[config.mk]
export PLATFORM = sky130hd
export DESIGN_NAME = xxtea_block_encrypt
export DESIGN_NICKNAME = d
export VERILOG_FILES = /design/src/xxtea_pkg.sv /design/src/xxtea_block_encrypt.sv
export SDC_FILE = /design/constraint.sdc
export NUM_CORES = 1
export LEC_CHECK = 0
export ABC_AREA = 1
export ABC_CLOCK_PERIOD_IN_PS = 7020
export BUFFER_PORTS_ARGS = -buffer_cell sky130_fd_sc_hd__buf_4
export CORE_MARGIN = 2
export CORE_UTILIZATION = 53
export DETAILED_ROUTE_END_ITERATION = 16
export PLACE_DENSITY = 0.77
export SYNTH_ARGS = -nofsm -noshare
export SYNTH_HDL_FRONTEND = slang
export SYNTH_SLANG_ARGS = --single-unit
[constraint.sdc]
create_clock -name i_clk -period 7.02 [get_ports i_clk]
set_input_delay 1.404 -clock i_clk [delete_from_list [all_inputs] [get_ports i_clk]]
set_output_delay 1.404 -clock i_clk [all_outputs]
set_load 0.02 [all_outputs]
[src/xxtea_pkg.sv]
`default_nettype none
package xxtea_pkg;

    localparam int WORD_W = 32;
    localparam int IO_WORDS = 4;
    localparam int KEY_WORDS = 4;
    localparam int CFG_IDX_W = 2;

    typedef logic [WORD_W-1:0] t_word;

    localparam t_word DELTA = 32'h9E37_79B9;
    localparam t_word KEY_RESET = 32'hFFFF_FFFF;
    localparam int BASE_ROUNDS = 6;
    localparam int ROUND_SPREAD = 52;

    typedef struct packed {
        t_word plain_word0;
        t_word plain_word1;
        t_word plain_word2;
        t_word plain_word3;
    } t_in;

    typedef struct packed {
        t_word cipher_word0;
        t_word cipher_word1;
        t_word cipher_word2;
        t_word cipher_word3;
    } t_out;

endpackage
`default_nettype wire

[src/xxtea_block_encrypt.sv]
`default_nettype none
// XXTEA encryption of one block of BLOCK_WORDS 32-bit words (4 by default)
// under the 128-bit key in configuration registers 0 to 3 (reset to all ones).
// Words are taken big-endian from the packet bytes and returned the same way;
// words beyond plain_word3 enter as zero, and result fields beyond the block
// return their input words. A single mix-and-add datapath updates one word
// per cycle while the words rotate through a register ring; once all rounds
// are done the result is loaded into the output register, and only then is
// the next request taken. The block takes the next request while a finished
// result waits at the output; a finished block then holds until that result
// is taken.
module xxtea_block_encrypt #(
    parameter int BLOCK_WORDS = 4
) (
    input  wire                         i_clk,
    input  wire                         i_rst_n,
    input  wire                         i_cfg_valid,
    output logic                        o_cfg_ready,
    input  wire [xxtea_pkg::CFG_IDX_W-1:0] i_cfg_index,
    input  wire xxtea_pkg::t_word       i_cfg_data,
    input  wire                         i_in_valid,
    output logic                        o_in_ready,
    input  wire xxtea_pkg::t_in         i_in,
    output logic                        o_out_valid,
    input  wire                         i_out_ready,
    output xxtea_pkg::t_out             o_out
);
    import xxtea_pkg::*;

    localparam int ROUNDS = BASE_ROUNDS + ROUND_SPREAD / BLOCK_WORDS;
    localparam int P_W = $clog2(BLOCK_WORDS);
    localparam int R_W = $clog2(ROUNDS);

    localparam logic [1:0] ST_IDLE = 2'd0;
    localparam logic [1:0] ST_RUN  = 2'd1;
    localparam logic [1:0] ST_DONE = 2'd2;

    logic [1:0] r_state;
    logic [P_W-1:0] r_p;
    logic [R_W-1:0] r_round;
    t_word r_sum;
    t_word r_v [BLOCK_WORDS];
    t_word r_key [KEY_WORDS];
    t_in r_pass;
    t_out r_out;
    logic r_out_valid;

    t_word in_w [IO_WORDS];
    t_word pass_w [IO_WORDS];
    t_word res_w [IO_WORDS];

    t_word z, y, cur, mix_a, mix_b, n_word;
    logic [P_W+1:0] p_wide;
    logic [1:0] key_idx;
    logic last_p, last_round, in_acc, out_acc, load_out;

    assign in_w[0] = i_in.plain_word0;
    assign in_w[1] = i_in.plain_word1;
    assign in_w[2] = i_in.plain_word2;
    assign in_w[3] = i_in.plain_word3;
    assign pass_w[0] = r_pass.plain_word0;
    assign pass_w[1] = r_pass.plain_word1;
    assign pass_w[2] = r_pass.plain_word2;
    assign pass_w[3] = r_pass.plain_word3;

    // result words: cipher words inside the block, input words past it
    for (genvar gi = 0; gi < IO_WORDS; gi++) begin : g_res
        if (gi < BLOCK_WORDS) begin : g_blk
            assign res_w[gi] = r_v[gi];
        end else begin : g_pass
            assign res_w[gi] = pass_w[gi];
        end
    end

    assign o_cfg_ready = 1'b1;
    assign o_in_ready  = (r_state == ST_IDLE);
    assign o_out_valid = r_out_valid;
    assign o_out       = r_out;

    assign in_acc   = i_in_valid && o_in_ready;
    assign out_acc  = r_out_valid && i_out_ready;
    assign load_out = (r_state == ST_DONE) && (!r_out_valid || i_out_ready);

    // ring taps: current word, its successor, and the word updated last
    assign cur = r_v[0];
    assign y   = r_v[1];
    assign z   = r_v[BLOCK_WORDS-1];

    assign p_wide  = (P_W+2)'(r_p);
    assign key_idx = p_wide[1:0] ^ r_sum[3:2];
    assign mix_a   = ((z >> 5) ^ (y << 2)) + ((y >> 3) ^ (z << 4));
    assign mix_b   = (r_sum ^ y) + (r_key[key_idx] ^ z);
    assign n_word  = cur + (mix_a ^ mix_b);

    assign last_p     = (r_p == P_W'(BLOCK_WORDS - 1));
    assign last_round = (r_round == R_W'(ROUNDS - 1));

    always_ff @(posedge i_clk) begin
        if (!i_rst_n) begin
            for (int k = 0; k < KEY_WORDS; k++) begin
                r_key[k] <= KEY_RESET;
            end
        end else if (i_cfg_valid) begin
            r_key[i_cfg_index] <= i_cfg_data;
        end
    end

    always_ff @(posedge i_clk) begin
        if (!i_rst_n) begin
            r_state     <= ST_IDLE;
            r_out_valid <= 1'b0;
            r_p         <= '0;
            r_round     <= '0;
        end else begin
            if (load_out) begin
                r_out_valid <= 1'b1;
            end else if (out_acc) begin
                r_out_valid <= 1'b0;
            end
            case (r_state)
                ST_IDLE: begin
                    if (in_acc) begin
                        r_state <= ST_RUN;
                        r_p     <= '0;
                        r_round <= '0;
                    end
                end
                ST_RUN: begin
                    if (last_p) begin
                        r_p <= '0;
                        if (last_round) begin
                            r_state <= ST_DONE;
                        end else begin
                            r_round <= r_round + 1'b1;
                        end
                    end else begin
                        r_p <= r_p + 1'b1;
                    end
                end
                ST_DONE: begin
                    if (load_out) begin
                        r_state <= ST_IDLE;
                    end
                end
                default: begin
                    r_state <= ST_IDLE;
                end
            endcase
        end
    end

    always_ff @(posedge i_clk) begin
        if (in_acc) begin
            r_pass <= i_in;
            r_sum  <= DELTA;
            for (int k = 0; k < BLOCK_WORDS; k++) begin
                r_v[k] <= (k < IO_WORDS) ? in_w[k % IO_WORDS] : '0;
            end
        end else if (r_state == ST_RUN) begin
            // rotate the ring; the updated word goes to the tail
            for (int k = 0; k < BLOCK_WORDS - 1; k++) begin
                r_v[k] <= r_v[k+1];
            end
            r_v[BLOCK_WORDS-1] <= n_word;
            if (last_p) begin
                r_sum <= r_sum + DELTA;
            end
        end
    end

    always_ff @(posedge i_clk) begin
        if (load_out) begin
            r_out.cipher_word0 <= res_w[0];
            r_out.cipher_word1 <= res_w[1];
            r_out.cipher_word2 <= res_w[2];
            r_out.cipher_word3 <= res_w[3];
        end
    end

endmodule
`default_nettype wire

==> impl_metrics.ini <==
[run_status]
status = finished, final reports clean

[finish]
drive_gt1_share_pct = 15.43
syn_to_final_growth_pct = 17.97
fin_nets = 3172
fin_area_mm2 = 0.02825
antennaDiodeCount = 0
final_cells = 3528

[grt]
grt_use_total_pct = 29.74
grt_pass1_wl_mm = 106.9
grt_start_max_net_pins = 129
grt_remaining_overflow = 0
grt_pass1_vias = 19080
antenna_found_initial = 0

[sta]
hold_viol_final = 0
rsz0062_at_grt = false
maxSlewHeadroom_pct = 20.19
fmax_mhz = 165.7
period_share_pct = 85.99
tightest_slew_ns = 1.196
fin_worst_skew_ns = 0.02540
fin_tns_setup_ns = 0
final.min_clock_period_ns = 6.036
fin_hold_ws_ns = 0.4385
setup_violations = 0
final_max_slew_viol_count = 0

[logic_synthesis]
syn_nets = 2890
ys_ff_latch = 426
synth.avg_cell_area_um2 = 9.147
synth-async-reset-ratio_pct = 0
synth_edf_count = 384
synth_fa_ha_area_share_pct = 5.580
netlist-cell-type-count = 56
synth_top_cell_by_area = edfxtp_1
yosysSeqAreaShare_pct = 51.66
synth_area_leaders = edfxtp_1 (48%), nand2_1 (13%), xor2_1 (5.6%)
netlist_instances = 2618
ys_warn_count = 0
synth_flop_cell = edfxtp_1
synth_top_family_by_area = simple AND/OR/NAND/NOR gates
yosys-mux-area-fraction_pct = 0
synth_compound_area_share_pct = 9.739
synthXorXnorAreaFrac_pct = 7.638
syn_area_mm2 = 0.02395
synthSimpleGateAreaFrac_pct = 20.54
yosysTopAreaCellShare_pct = 48.15

[floorplanning]
die_y_um = 216.6
rows = 77
coreArea_mm2 = 0.04441
pin_count = 298
start_util_pct = 53.92
die-area_mm2 = 0.04690
fp.dieW_um = 216.6

[placement]
place_area_mm2 = 0.02677
dp_hpwl_mm = 51.39
place_congestion = 0.9386
place.port_buffers = 296
dp.cells = 3446

[clocking]
cts_num_sinks = 426
cts_buffer_depth = 3
htreeDepth = 2
postCtsSetupBuffers = 0
cts_tree = yes
ctsResizeCount = 0
cts_root_buf = clkbuf_16
clk_latency_ns = 0.59
numCtsBuffers = 44
clkSlewWorstSetupHoldPaths_ns = 0.06
holdBufCountCts = 0

[critical_path]
worst_path_max_delay_cell = clkinv_2
path_delay_family = simple AND/OR/NAND/NOR gates
crit_top_cell = nand2_1
critPathKind = reg2reg
required_ns = 7.35
timing.rr.start = r_sum[2]
startpoint_type = flip-flop
crit_path_start = r_sum[2]
critPathCaptureType = flip-flop
arrival_ns = 6.37
critPathMaxStageDelay_ns = 0.62
crit_buf_inv = 2
crit_fanout = 62

[route]
firstDrtPassIters = 5
routedWlPerCell_um = 20.02
wirelength_mm = 70.61
drc = 0
routed-via-count = 19640
drt_iter0_drc = 1782
viasPerCell = 5.566
ant_nets = 0

[min_path]
timing.hold.worst.start = r_v[2][31]
hold_class = reg2reg

[run]
drv_cap = 0
kinds of logic (layout without fill, tap and decap cells):
logic type      count (synthesis)  in the layout
compound gates                359            359
xor+xnor                      208            208
fa+ha+maj                     105            105
buf+inv                       296            614
flops                         426            426
other cells                     1              1
simple gates                 1223           1223
Yosys cell counts, types with 42 or more instances:
cell	instances
nand2_1	812
clkbuf_1	49
a21oi_1	125
o21ai_0	80
inv_1	205
dfxtp_1	42
o21ai_1	44
xor2_1	153
edfxtp_1	384
nor2_1	239
ha_1	102
xnor2_1	54
nand3_1	89
sequential cells by signal (all words and copies together), names as in the netlist:
| name | count |
|---|---|
| o_out | 128 |
| o_out_valid | 1 |
| r_key | 128 |
| r_p | 2 |
| r_round | 5 |
| r_state | 2 |
| r_sum | 32 |
| r_v | 128 |
final timing paths:
path | endpoint | slack, ns | depth (start not counted)
worst min-delay path | o_out[63] | 0.44 | 0
worst min register to register | o_out[63] | 0.44 | 0
worst max register to register | r_v[3][25] | 0.98 | 27
worst max-delay path | r_v[3][25] | 0.98 | 27
final cells by class:
cell class | instances | area (µm²)
fillers | 3575 | 16160
flip-flops and latches | 426 | 12370
multi-input cells | 1896 | 10460
repair buffers | 312 | 2367
clock buffers | 54 | 1160
inverters | 220 | 829.5
well taps | 592 | 740.7
clock inverters | 28 | 324.1
layout by cell type, fill, tap and decap left out, types with 9 or more instances in the layout:
cell / Yosys / final
clkbuf_16: 0 / 45
a31oi_1: 21 / 21
inv_1: 205 / 204
nor2_1: 239 / 238
a21o_1: 18 / 18
edfxtp_1: 384 / 384
xnor2_1: 54 / 54
o21bai_1: 15 / 15
buf_4: 4 / 310
a21oi_1: 125 / 125
nand4_1: 21 / 21
nor3_1: 21 / 21
nand2_1: 812 / 811
o21ai_1: 44 / 44
clkinv_1: 2 / 11
nand3_1: 89 / 89
xor2_1: 153 / 153
dfxtp_1: 42 / 42
ha_1: 102 / 102
o32ai_2: 30 / 30
o21ai_0: 80 / 78
clkbuf_1: 49 / 9
inv_2: 12 / 12
per-stage QoR:
stage               util, %  setup slack [ns]
CTS                   63.61             1.013
finish                63.61            0.9835
global placement      60.27             1.049
floorplan                 -             1.810
detailed placement    60.27             1.041
global route          63.61            0.3684
worst reg2reg max path, delay by kind of cell (launching register included):
family          cells  cell delay [ns]
simple gates       15             1.97
compound gates      4             1.07
fa+ha+maj           3             1.02
buf+inv             2             0.69
xor+xnor            3             0.61
flops               1             0.45
per-layer routing:
metal  vias up  global-route usage (%)  wire (µm)
met2       785                   50.49      34240
met5         -                       0          0
met3       110                   3.382       5018
met1      9385                   40.98      29650
li1       9357                       -          -
met4         0                   7.192       1705
Power is not shown: default switching activity piles up to over one toggle a cycle in this logic, so the estimate is an artifact.
